File: src/sv/ipdc_pkg.sv
// ----------------------------------------------------------------------------
// ipdc_pkg: shared types and constants for the duotone colorizer
// Color mode codes, register indexes and register reset values.
// ----------------------------------------------------------------------------
`default_nettype none

package ipdc_pkg;

    typedef enum logic [1:0] {
        MODE_GRAY  = 2'd0,
        MODE_FORE  = 2'd1,
        MODE_BLEND = 2'd2
    } color_mode_t;

    typedef enum logic [1:0] {
        REG_DEPTH = 2'd0,
        REG_MODE  = 2'd1,
        REG_FORE  = 2'd2,
        REG_BACK  = 2'd3
    } reg_index_t;

    localparam int unsigned BYTE_BITS = 8;
    localparam int unsigned CHAN_BITS = 8;
    localparam int unsigned RGB_BITS  = 3 * CHAN_BITS;
    localparam int unsigned CNT_BITS  = 4;

    localparam logic [1:0]          DEPTH_RESET = 2'd3;
    localparam logic [RGB_BITS-1:0] FORE_RESET  = 24'h000000;
    localparam logic [RGB_BITS-1:0] BACK_RESET  = 24'hFFFFFF;

endpackage

`default_nettype wire

File: src/sv/ipdc_blend.sv
// ----------------------------------------------------------------------------
// ipdc_blend: one color channel of the colorizer
// Turns an index scaled to 0..255 into a channel value for the selected mode.
// ----------------------------------------------------------------------------
`default_nettype none

module ipdc_blend (
    input  wire logic [ipdc_pkg::CHAN_BITS-1:0] fore_chan,
    input  wire logic [ipdc_pkg::CHAN_BITS-1:0] back_chan,
    input  wire logic [ipdc_pkg::CHAN_BITS-1:0] scale,
    input  wire ipdc_pkg::color_mode_t          mode,
    output logic      [ipdc_pkg::CHAN_BITS-1:0] chan
);
    import ipdc_pkg::*;

    logic signed [8:0]  diff;
    logic signed [17:0] prod;
    logic signed [17:0] base;
    logic signed [17:0] total;
    logic        [15:0] num;
    logic        [16:0] quot_sum;
    logic        [7:0]  blend;

    // The scale is index * 255 / max_index, which is always an integer, so
    // the gradient is round((fore * 255 + (back - fore) * scale) / 255).
    always_comb
    begin
        diff     = $signed({1'b0, back_chan}) - $signed({1'b0, fore_chan});
        prod     = 18'(diff * $signed({1'b0, scale}));
        base     = $signed({2'b00, fore_chan, 8'h00}) - $signed({10'd0, fore_chan});
        total    = base + prod + 18'sd127;
        num      = total[15:0];
        // Exact floor division by 255 for quotients up to 255.
        quot_sum = {1'b0, num} + 17'd1 + {9'd0, num[15:8]};
        blend    = quot_sum[15:8];
    end

    always_comb
    begin
        case (mode)
            MODE_BLEND: chan = blend;
            MODE_FORE:  chan = (scale == '0) ? fore_chan : scale;
            default:    chan = scale;
        endcase
    end

endmodule

`default_nettype wire

File: src/sv/indexed_pixel_duotone_colorize_core.sv
// An accepted byte loads the unpack register; its first pixel is then registered at the output.
// A byte gives 8, 4, 2 or 1 pixels at 1, 2, 4 or 8 bits per index, one per cycle while not stalled.
// The unpack register gives one index per cycle unless stalled and takes the next byte with the last.
// Reset clears the configuration to its defaults and empties the unpack and output registers.
// ----------------------------------------------------------------------------
// indexed_pixel_duotone_colorize_core: packed index to RGB pixel colorizer
// Unpacks a byte of palette indices and colors each one by the selected mode.
// ----------------------------------------------------------------------------
`default_nettype none

module indexed_pixel_duotone_colorize_core (
    input  wire logic                                clk,
    input  wire logic                                rst_n,
    input  wire logic                                cfg_write,
    input  wire logic [1:0]                          cfg_index,
    input  wire logic [ipdc_pkg::RGB_BITS-1:0]       cfg_data,
    input  wire logic                                in_valid,
    output logic                                     in_ready,
    input  wire logic [ipdc_pkg::BYTE_BITS-1:0]      data_byte,
    output logic                                     out_valid,
    input  wire logic                                out_ready,
    output logic      [ipdc_pkg::CHAN_BITS-1:0]      red,
    output logic      [ipdc_pkg::CHAN_BITS-1:0]      green,
    output logic      [ipdc_pkg::CHAN_BITS-1:0]      blue,
    output logic                                     last_in_byte
);
    import ipdc_pkg::*;

    logic [1:0]          depth_reg;
    color_mode_t         mode_reg;
    logic [RGB_BITS-1:0] fore_reg;
    logic [RGB_BITS-1:0] back_reg;

    logic [BYTE_BITS-1:0] shift_reg;
    logic [BYTE_BITS-1:0] shift_next;
    logic [CNT_BITS-1:0]  cnt_reg;
    logic [CNT_BITS-1:0]  cnt_next;

    logic                 out_valid_reg;
    logic                 out_valid_next;
    logic [CHAN_BITS-1:0] red_reg;
    logic [CHAN_BITS-1:0] green_reg;
    logic [CHAN_BITS-1:0] blue_reg;
    logic                 last_reg;

    logic                 busy;
    logic                 advance;
    logic                 take;
    logic                 is_last;
    logic [BYTE_BITS-1:0] scale;
    logic [CHAN_BITS-1:0] red_pix;
    logic [CHAN_BITS-1:0] green_pix;
    logic [CHAN_BITS-1:0] blue_pix;

    always_ff @(posedge clk or negedge rst_n)
    begin
        if (!rst_n)
        begin
            depth_reg <= DEPTH_RESET;
            mode_reg  <= MODE_GRAY;
            fore_reg  <= FORE_RESET;
            back_reg  <= BACK_RESET;
        end
        else if (cfg_write)
        begin
            case (reg_index_t'(cfg_index))
                REG_DEPTH: depth_reg <= cfg_data[1:0];
                REG_MODE:  mode_reg  <= color_mode_t'(cfg_data[1:0]);
                REG_FORE:  fore_reg  <= cfg_data;
                REG_BACK:  back_reg  <= cfg_data;
                default:   depth_reg <= depth_reg;
            endcase
        end
    end

    assign busy     = (cnt_reg != '0);
    assign is_last  = (cnt_reg == CNT_BITS'(1));
    assign advance  = busy && (!out_valid_reg || out_ready);
    assign in_ready = !busy || (is_last && advance);
    assign take     = in_valid && in_ready;

    // The top index, replicated to fill a byte, equals index * 255 / max_index.
    always_comb
    begin
        case (depth_reg)
            2'd0:    scale = {8{shift_reg[7]}};
            2'd1:    scale = {4{shift_reg[7:6]}};
            2'd2:    scale = {2{shift_reg[7:4]}};
            default: scale = shift_reg;
        endcase
    end

    always_comb
    begin
        shift_next = shift_reg;
        cnt_next   = cnt_reg;
        if (take)
        begin
            shift_next = data_byte;
            cnt_next   = CNT_BITS'(BYTE_BITS) >> depth_reg;
        end
        else if (advance)
        begin
            shift_next = shift_reg << (4'd1 << depth_reg);
            cnt_next   = cnt_reg - CNT_BITS'(1);
        end
    end

    always_ff @(posedge clk or negedge rst_n)
    begin
        if (!rst_n)
        begin
            cnt_reg <= '0;
        end
        else
        begin
            cnt_reg <= cnt_next;
        end
    end

    always_ff @(posedge clk)
    begin
        shift_reg <= shift_next;
    end

    ipdc_blend u_red (
        .fore_chan (fore_reg[23:16]),
        .back_chan (back_reg[23:16]),
        .scale     (scale),
        .mode      (mode_reg),
        .chan      (red_pix)
    );

    ipdc_blend u_green (
        .fore_chan (fore_reg[15:8]),
        .back_chan (back_reg[15:8]),
        .scale     (scale),
        .mode      (mode_reg),
        .chan      (green_pix)
    );

    ipdc_blend u_blue (
        .fore_chan (fore_reg[7:0]),
        .back_chan (back_reg[7:0]),
        .scale     (scale),
        .mode      (mode_reg),
        .chan      (blue_pix)
    );

    always_comb
    begin
        out_valid_next = out_valid_reg;
        if (advance)
        begin
            out_valid_next = 1'b1;
        end
        else if (out_ready)
        begin
            out_valid_next = 1'b0;
        end
    end

    always_ff @(posedge clk or negedge rst_n)
    begin
        if (!rst_n)
        begin
            out_valid_reg <= 1'b0;
        end
        else
        begin
            out_valid_reg <= out_valid_next;
        end
    end

    always_ff @(posedge clk)
    begin
        if (advance)
        begin
            red_reg   <= red_pix;
            green_reg <= green_pix;
            blue_reg  <= blue_pix;
            last_reg  <= is_last;
        end
    end

    assign out_valid    = out_valid_reg;
    assign red          = red_reg;
    assign green        = green_reg;
    assign blue         = blue_reg;
    assign last_in_byte = last_reg;

`ifndef SYNTHESIS
    a_take_loads: assert property (@(posedge clk) disable iff (!rst_n)
        take |=> (cnt_reg != '0))
        else $error("accepted request did not load the unpack register");

    a_cnt_range: assert property (@(posedge clk) disable iff (!rst_n)
        cnt_reg <= CNT_BITS'(BYTE_BITS))
        else $error("pixel count exceeds the byte width");

    a_drain: assert property (@(posedge clk) disable iff (!rst_n)
        (advance && is_last && !take) |=> (cnt_reg == '0))
        else $error("unpack register not empty after its last pixel");

    a_gray: assert property (@(posedge clk) disable iff (!rst_n)
        (out_valid_reg && mode_reg == MODE_GRAY) |->
        (red_reg == green_reg && green_reg == blue_reg))
        else $error("gray ramp pixel has unequal channels");

    a_last_step: assert property (@(posedge clk) disable iff (!rst_n)
        advance |=> (out_valid_reg && last_reg == $past(is_last)))
        else $error("output register missed a pixel");
`endif

endmodule

`default_nettype wire
File: config.mk
export PLATFORM = sky130hd
export DESIGN_NAME = indexed_pixel_duotone_colorize_core
export DESIGN_NICKNAME = d
export VERILOG_FILES = /design/src/sv/ipdc_pkg.sv /design/src/sv/ipdc_blend.sv /design/src/sv/indexed_pixel_duotone_colorize_core.sv
export SDC_FILE = /design/constraint.sdc
export NUM_CORES = 1
export LEC_CHECK = 0
export BUFFER_PORTS_ARGS = -buffer_cell sky130_fd_sc_hd__buf_2
export CAP_MARGIN = 20
export CORE_ASPECT_RATIO = 1.4
export CORE_MARGIN = 5
export CORE_UTILIZATION = 50
export CTS_BUF_LIST = sky130_fd_sc_hd__clkbuf_2 sky130_fd_sc_hd__clkbuf_4 sky130_fd_sc_hd__clkbuf_8
export CTS_CLUSTER_SIZE = 12
export DETAILED_ROUTE_END_ITERATION = 16
export HOLD_SLACK_MARGIN = 0.03
export PLACE_DENSITY = 0.67
export SLEW_MARGIN = 0
export SYNTH_ARGS = -nofsm -noshare
export SYNTH_HDL_FRONTEND = slang
export SYNTH_SLANG_ARGS = --single-unit
File: constraint.sdc
create_clock -name clk -period 17 [get_ports clk]
set_input_delay 0 -clock clk [delete_from_list [all_inputs] [get_ports clk]]
set_output_delay 0 -clock clk [all_outputs]
set_load 0.05 [all_outputs]
==> results of run 1 <==
-- critical path, delay by kind of cell (launching register included) --
family                     cells  cell delay (ns)
and+or+nand+nor                4             0.99
AOI/OAI and AO/OA              8             1.96
xor gates and xnor gates       4             1.47
buffers and inverters          6             0.36
DFF                            1             0.55
adders and majority gates      9             3.55
-- Yosys cell counts (6+ instances only) --
master / count
sky130_fd_sc_hd__mux2_2: 53
sky130_fd_sc_hd__nand4_1: 8
sky130_fd_sc_hd__nand2_1: 192
sky130_fd_sc_hd__or3_1: 8
sky130_fd_sc_hd__mux2i_1: 12
sky130_fd_sc_hd__dfstp_2: 26
sky130_fd_sc_hd__ha_1: 145
sky130_fd_sc_hd__o21a_1: 16
sky130_fd_sc_hd__o21ai_0: 35
sky130_fd_sc_hd__edfxtp_1: 33
sky130_fd_sc_hd__fa_1: 231
sky130_fd_sc_hd__o211ai_1: 8
sky130_fd_sc_hd__nand2b_1: 17
sky130_fd_sc_hd__a21oi_1: 104
sky130_fd_sc_hd__xor2_1: 20
sky130_fd_sc_hd__o31a_1: 9
sky130_fd_sc_hd__o22ai_1: 16
sky130_fd_sc_hd__and3_1: 8
sky130_fd_sc_hd__xnor2_1: 65
sky130_fd_sc_hd__o31ai_1: 10
sky130_fd_sc_hd__clkbuf_1: 43
sky130_fd_sc_hd__dfrtp_1: 31
sky130_fd_sc_hd__nand3_1: 24
sky130_fd_sc_hd__nor2b_1: 25
sky130_fd_sc_hd__nor3_1: 36
sky130_fd_sc_hd__o2111ai_1: 6
sky130_fd_sc_hd__inv_1: 382
sky130_fd_sc_hd__a21o_1: 14
sky130_fd_sc_hd__or2_2: 8
sky130_fd_sc_hd__xnor3_1: 8
sky130_fd_sc_hd__and2_1: 48
sky130_fd_sc_hd__nor2_1: 82
-- cells in the final DEF, fill, tap and decap left out, types with 9 or more instances in the layout --
cell / n
sky130_fd_sc_hd__inv_1: 382
sky130_fd_sc_hd__fa_1: 231
sky130_fd_sc_hd__nand2_1: 192
sky130_fd_sc_hd__ha_1: 145
sky130_fd_sc_hd__a21oi_1: 101
sky130_fd_sc_hd__nor2_1: 82
sky130_fd_sc_hd__xnor2_1: 65
sky130_fd_sc_hd__buf_2: 65
sky130_fd_sc_hd__mux2_2: 53
sky130_fd_sc_hd__and2_1: 48
sky130_fd_sc_hd__dlygate4sd3_1: 37
sky130_fd_sc_hd__nor3_1: 36
sky130_fd_sc_hd__o21ai_0: 35
sky130_fd_sc_hd__edfxtp_1: 33
sky130_fd_sc_hd__dfrtp_1: 31
sky130_fd_sc_hd__dfstp_2: 26
sky130_fd_sc_hd__nor2b_1: 25
sky130_fd_sc_hd__nand3_1: 24
sky130_fd_sc_hd__xor2_1: 20
sky130_fd_sc_hd__nand2b_1: 17
sky130_fd_sc_hd__o21a_1: 16
sky130_fd_sc_hd__o22ai_1: 16
sky130_fd_sc_hd__buf_4: 15
sky130_fd_sc_hd__a21o_1: 14
sky130_fd_sc_hd__mux2i_1: 12
sky130_fd_sc_hd__o31ai_1: 10
sky130_fd_sc_hd__o31a_1: 9
sky130_fd_sc_hd__clkbuf_8: 9
-- metrics by stage --
step | std cells | hold slack, ns
6_report | 2367 | 0.09798
5_1_grt | 2367 | 0.1010
4_1_cts | 2367 | 0.08030
3_5_place_dp | 2314 | 0.2142
3_3_place_gp | 2314 | 0.2051
2_1_floorplan | 1840 | -0.2956
-- per-layer routing --
metal	global-route usage	vias up
met2	0.4380	420
met3	0.03086	135
li1	-	6134
met4	0.1367	0
met5	0	-
met1	0.2890	6542
-- cell families (layout without fill, tap and decap cells) --
kind of cell,count (synthesis),in the layout
adder cells (fa/ha/maj),377,377
buffers and inverters,433,515
AND/OR/NAND/NOR,486,486
flip-flops,90,90
XOR/XNOR,93,93
multiplexers,70,70
AO/OA/AOI/OAI,291,291
-- cell type report --
cell class	count	share of cell area
clock buffer	10	0.007303
clock inverter	6	0.004521
tap	445	0.03095
inverter	382	0.07971
timing repair buffer	117	0.04493
multi-input combinational	1317	0.6964
sequential	90	0.1362
-- how the worst max path moves through the flow --
stage / startpoint / end / slack (ns) / cells past startpoint
3_3_place_gp: back_reg[8]$_DFFE_PN1P_ / green[6]$_DFFE_PP_ / 8.17 / 31
2_1_floorplan: depth_reg[0]$_DFFE_PN1P_ / blue[4]$_DFFE_PP_ / 9.20 / 28
4_1_cts: back_reg[8]$_DFFE_PN1P_ / green[6]$_DFFE_PP_ / 7.97 / 31
6_report: back_reg[8]$_DFFE_PN1P_ / green[6]$_DFFE_PP_ / 7.85 / 31
3_5_place_dp: back_reg[8]$_DFFE_PN1P_ / green[6]$_DFFE_PP_ / 8.05 / 31
5_1_grt: back_reg[8]$_DFFE_PN1P_ / green[6]$_DFFE_PP_ / 7.52 / 32
==> results.md, run 1 <==
- Run status: finished clean
- Die ar.: 37020 um^2
- Boundary Pins: 66
- Fraction of the mapped netlist area in compound gates: 0.1195
- Net count after synthesis: 2255
- Total of cells resized after clock tree synthesis: 0
- Layout fillers: 3065
- Slack of the worst reg-to-reg path: 7.85 ns
- Area of the core: between 30000 and 40000 um^2
- Quantity of I/O buffers inserted on ports: 65
- Total congestion overflow: 0
- Wire length of the first global-routing pass: 71250 um
- Number of buffers created by CTS: 9
- Worst max-slew margin expressed relative to the limit: 0.4003
- Placed cell area: 17410 um^2
- Cell area after layout: around 18000 um^2
- Proportion of layout cells with a drive suffix above 1: 0.1061
- Pre-CTS setup slack: slightly above 8 ns
- Top metal layer carrying routed signals: met4
- Gate Count Post-Synth: 1840
- Share of synthesized area occupied by flip-flops and latches: 0.1475
- GP Congestion: approximately 0.9
- Clock tree root driver cell: sky130_fd_sc_hd__clkbuf_8
- Total Negative Setup Slacks: 0 ns
- Fraction of synthesized area in multiplexers: 0.04903
- Total number of yosys warnings: 0
- Detailed Place HPWL: 35840 um
- Cell types occupying the most area after synthesis: sky130_fd_sc_hd__fa_1, sky130_fd_sc_hd__ha_1, sky130_fd_sc_hd__inv_1, sky130_fd_sc_hd__edfxtp_1, sky130_fd_sc_hd__dfrtp_1
- DR pass1 iterations: 6
- Average vias per placed instance: 5.590
- Start point of the worst min-delay path: cfg_write
- Count of buffers added by post-CTS timing repair for setup: 0
- # nets final: 2332
- Number of cells traversed by the worst hold path: 4
- Floorplan die width: about 160 um
- P&R area growth vs syn: 8.293%
- Worst-path cell with the longest stage delay: sky130_fd_sc_hd__a2111oi_0
- Sequential Area: approximately 2400 um^2
- WS Path Type: reg2reg
- CTS tree: done
- Largest fanout of any net on the critical path: 8
- Total global routing track utilization: 0.2473
- Die Y: about 230 um
- Top FF cell, synth: sky130_fd_sc_hd__edfxtp_1
- Met2 wire len: about 22000 um
- Number of buffers on the longest clock path: 2
- Clk_lat worst skew: a little over 0.4 ns
- Sum of met3 wire segment lengths after detailed routing: ~2100 um
- Arrival time reported for the critical path endpoint: 9.28 ns
- Area fraction in and, or, nand and nor cells after synthesis: 0.1405
- Final Skew: around 0.025 ns
- Unrepaired setup endpoints after global routing: false
- #FFs+latches synth: 90
- DRC marker count from the first detailed-route iteration: approximately 650
- Standard-cell row count: 79
- Max cap viols: 0
- Worst min path class: in2reg
- Max stage delay on crit path: 0.71 ns
- Number of flops mapped to enable cells by yosys: 33
- Capture instance of the worst register-to-register path: green[6]$_DFFE_PP_
- Critical Path RT: around 17 ns
- Yosys top cell area share: 0.2784
- Crit end category: flip-flop
- Crit path setup slack, layout: ~7.8 ns
- Distinct cell type count of the synthesized netlist: 85
- Netlist area before placement: roughly 17000 um^2
- Endpoint, Worst Hold: depth_reg[0]$_DFFE_PN1P_
- XOR/XNOR Fraction of Synth Area: 0.05566
- Layout Utilization: 0.5449
- Source of the worst register-to-register timing path: back_reg[8]$_DFFE_PN1P_
- Antenna diodes: 0
- Main combinational cell family by area after synthesis: adder cells
- Hold Buf Count CTS: 37
- Number of hold-slack violations in the final timing report: 0
- CTS sink count: 90
- Final wirelength: 44100 um
- Number of antenna violations at the first check in global routing: 0
- Max Transition Viols Final: 0
- Final critical delay including setup and external delays: between 9 and 10 ns
- Multi-input combinational cell area: 12530 um^2
- Adder and majority gate portion of the synthesized area: 0.3882
- Initial Utilization: 0.5032
- Synth async-reset ratio: 0.6333
- Number of routed nets with antenna violations: 0
- Wl on met1: 16860 um
- Setup violations, final: 0
- H-tree level count: 3
- Wire per inst: approximately 19 um
- Highest attainable clock frequency: 0.1093 GHz
- Largest area contributor in the netlist: sky130_fd_sc_hd__fa_1
- Post-route clock period utilization: 0.5384
- Crit start category: flip-flop
- R2R cell count: 31
- DRC violation count after routing: 0
- Pin count of the biggest net entering global routing: 58
- Total via count after detailed routing: between 10k and 15k
- Mean Syn Cell Area: approximately 9 um^2
- Transition time at the pin with the least slew margin: between 0.8 and 0.9 ns
- Post-CTS clock slew at the launch and capture registers of the worst setup and hold paths: ~0.1 ns
- Number of global-route vias before repair: roughly 14k
Power of run 1 is left out: the tool's default activity adds up to more than one toggle a clock period on the data nets, which glitch-free logic cannot reach.
==> inputs of run 2 (changes only) <==
ABC_AREA = 1   (was not set)
clock period = 9.44 ns   (was 17 ns; I/O delays follow)
==> run 2 against run 1 <==
Die area grew 1.0%. Via count grew 12%. Fmax grew 10%. Routed wire length grew 14%. Register-to-register slack lost 6.7 ns. First-iteration DRC count grew 38%. Sequential share of layout area shrank 0.17 points. Count of clock-buffer cells in the layout grew 2. Largest cell class unchanged. Core utilization grew 0.36 points. Flip-flop and latch count is the same. Clock skew shrank 0.0096 ns. Non-clock buffer count shrank 2.
==> results.md, run 2 <==
- P&R area growth vs syn: 8.471%
- Fraction of the mapped netlist area in compound gates: 0.07473
- Max stage delay on crit path: ~0.54 ns
- Global Route met3 Usage: 0.02982
- Max Transition Viols Final: 0
- # nets final: between 2k and 3k
- Capture instance of the worst register-to-register path: green[2]$_DFFE_PP_
- Cell repeated most along the worst path: sky130_fd_sc_hd__nand2_1
- Share of synthesized area occupied by flip-flops and latches: 0.1459
- Unrepaired setup endpoints after global routing: false
- Clk_lat worst skew: 0.40 ns
- Run status: finished clean
- Yosys top cell area share: 0.2754
- DRC violation count after routing: 0
- Area of the core: around 33000 um^2
- Top cell types by occurrence after synthesis: sky130_fd_sc_hd__nand2_1, sky130_fd_sc_hd__inv_1, sky130_fd_sc_hd__fa_1, sky130_fd_sc_hd__nor2_1, sky130_fd_sc_hd__ha_1
- Number of global-route vias before repair: about 15k
- Source of the worst register-to-register timing path: fore_reg[10]$_DFFE_PN0P_
- Top FF cell, synth: sky130_fd_sc_hd__edfxtp_1
- Proportion of layout cells with a drive suffix above 1: 0.06480
- Die ar.: approximately 37000 um^2
- Slack of the worst reg-to-reg path: approximately 1.1 ns
- Number of antenna violations at the first check in global routing: 1
- Crit end category: flip-flop
- Max cap viols: 0
- Net count after synthesis: around 2.7k
- Critical Path RT: between 9 and 10 ns
- Most frequent standard cell in the layout excluding fill and tap cells: sky130_fd_sc_hd__nand2_1
- Boundary Pins: 66
- #FFs+latches synth: 90
- Most repeated cell in the gate-level netlist after synthesis: sky130_fd_sc_hd__nand2_1
- Standard-cell row count: ~80
- Post-CTS clock slew at the launch and capture registers of the worst setup and hold paths: ~0.11 ns
- Detailed Place HPWL: roughly 42000 um
- Number of cells traversed by the worst hold path: 3
- Gate Count Post-Synth: 2301
- Global routing usage on met2: 0.5072
- Wire length of the first global-routing pass: around 80000 um
- Arrival time reported for the critical path endpoint: between 8 and 9 ns
- Netlist area before placement: between 15000 and 20000 um^2
- Largest fanout of any net on the critical path: 6
- Start point of the worst min-delay path: cfg_index[1]
- GP Congestion: 1.004
- Number of flops mapped to enable cells by yosys: 33
- Endpoint, Worst Hold: back_reg[22]$_DFFE_PN1P_
- WS Path Type: reg2reg
- Area fraction in and, or, nand and nor cells after synthesis: 0.2297
- Setup violations, final: 0
- Final critical delay including setup and external delays: a little over 8 ns
- XOR/XNOR Fraction of Synth Area: 0.02921
- Adder and majority gate portion of the synthesized area: 0.3834
- Cell types occupying the most area after synthesis: sky130_fd_sc_hd__fa_1, sky130_fd_sc_hd__nand2_1, sky130_fd_sc_hd__inv_1, sky130_fd_sc_hd__ha_1, sky130_fd_sc_hd__edfxtp_1
- Number of routed nets with antenna violations: 0
- Synth async-reset ratio: 0.6333
- DRC marker count from the first detailed-route iteration: roughly 900
- Largest area contributor in the netlist: sky130_fd_sc_hd__fa_1
- Worst-path cell with the longest stage delay: sky130_fd_sc_hd__fa_1
- Total congestion overflow: 0
- Distinct cell type count of the synthesized netlist: between 40 and 50
- Total via count after detailed routing: 14.86k
- Global routing usage on met1: 0.3119
- Initial Utilization: 0.5057
- Antenna diodes: 0
- Worst max-slew margin expressed relative to the limit: 0.2775
- Final wirelength: 50160 um
- Pin count of the biggest net entering global routing: 58
- Layout fillers: 3270
- Quantity of I/O buffers inserted on ports: 65
- Number of buffers on the longest clock path: 2
- DR pass1 iterations: 6
- Floorplan die width: 164.9 um
- Transition time at the pin with the least slew margin: ~1.1 ns
- Total number of yosys warnings: 0
- Total global routing track utilization: 0.2767
- Clock tree root driver cell: sky130_fd_sc_hd__clkbuf_8
- Post-route clock period utilization: 0.8789
- Die Y: approximately 230 um
- Crit start category: flip-flop
- Number of hold-slack violations in the final timing report: 0
- H-tree level count: 3
- R2R cell count: 35
- Fraction of synthesized area in multiplexers: 0
- Mean Syn Cell Area: roughly 7.3 um^2
- CTS tree: done
- Most used routing layer in global routing: met2
- Main combinational cell family by area after synthesis: adder cells
- Wire per inst: 17.68 um
- Worst min path class: in2reg
- Average vias per placed instance: about 5.2
- Highest attainable clock frequency: 0.1205 GHz
- Count of buffers added by post-CTS timing repair for setup: 0
- Number of buffers created by CTS: 9
- Final Skew: ~0.015 ns
- Most frequent cells in the layout: sky130_fd_sc_hd__nand2_1, sky130_fd_sc_hd__inv_1, sky130_fd_sc_hd__fa_1
- Total Negative Setup Slacks: 0 ns
- CTS sink count: 90
[run 2: how the worst max path moves through the flow]
stage	slack, ns	startpoint	endpoint
after floorplan	2.17	shift_reg[7]$_DFFE_PP_	blue[2]$_DFFE_PP_
after global placement	1.30	fore_reg[10]$_DFFE_PN0P_	green[2]$_DFFE_PP_
after detailed placement	1.19	fore_reg[10]$_DFFE_PN0P_	green[2]$_DFFE_PP_
after CTS	1.16	fore_reg[10]$_DFFE_PN0P_	green[2]$_DFFE_PP_
after global routing	0.48	fore_reg[10]$_DFFE_PN0P_	green[2]$_DFFE_PP_
final	1.14	fore_reg[10]$_DFFE_PN0P_	green[2]$_DFFE_PP_
[run 2: metal layers]
layer,up-vias,part of all wire
met5,-,0.00026
met4,2,0.060
met3,151,0.049
met2,457,0.52
met1,7113,0.37
li1,7134,-
[run 2: what timing repair did]
| item | in CTS | in global routing |
|---|---|---|
| gates resized for setup | 0 | 0 |
| hold endpoints to repair | 93 | 0 |
| hold buffers | 37 | 0 |
[run 2: worst max-delay path: cells and delay by family, from the launching register on]
kind                     cells  cell delay (ns)
flip-flops                   1             0.42
buffers and inverters        5             0.57
XOR/XNOR                     2             0.71
AND/OR/NAND/NOR              9             0.93
adder cells (fa/ha/maj)      8             3.47
AO/OA/AOI/OAI               11             1.95
[run 2: cells by family after synthesis]
| kind of cell | count (synthesis) |
|---|---|
| adders and majority gates | 376 |
| xor gates and xnor gates | 56 |
| DFF | 90 |
| buffers and inverters | 608 |
| and+or+nand+nor | 935 |
| AOI/OAI and AO/OA | 236 |
[run 2: layout make-up]
| class | count | area [um^2] | area share |
|---|---|---|---|
| multi-input combinational | 1603 | 12060 | 0.6621 |
| sequential | 90 | 2450 | 0.1345 |
| inverter | 568 | 2132 | 0.1170 |
| timing repair buffer | 115 | 818.3 | 0.04492 |
| tap | 445 | 556.8 | 0.03057 |
| clock buffer | 12 | 146.4 | 0.008036 |
| clock inverter | 4 | 51.30 | 0.002816 |
[run 2: metrics by stage]
stage | utilization | instances | worst slack, ns | instance area (um^2) | hold WS (ns)
5_1_grt | 0.5485 | 2837 | 0.4753 | 18220 | 0.1152
6_report | 0.5485 | 2837 | 1.144 | 18220 | 0.08035
4_1_cts | 0.5473 | 2835 | 1.156 | 18180 | 0.04795
2_1_floorplan | - | 2301 | 2.172 | 16790 | -0.2956
3_5_place_dp | 0.5302 | 2782 | 1.191 | 17610 | 0.2170
3_3_place_gp | 0.5302 | 2782 | 1.300 | 17610 | 0.2084
Power of run 2 is left out for the same reason.
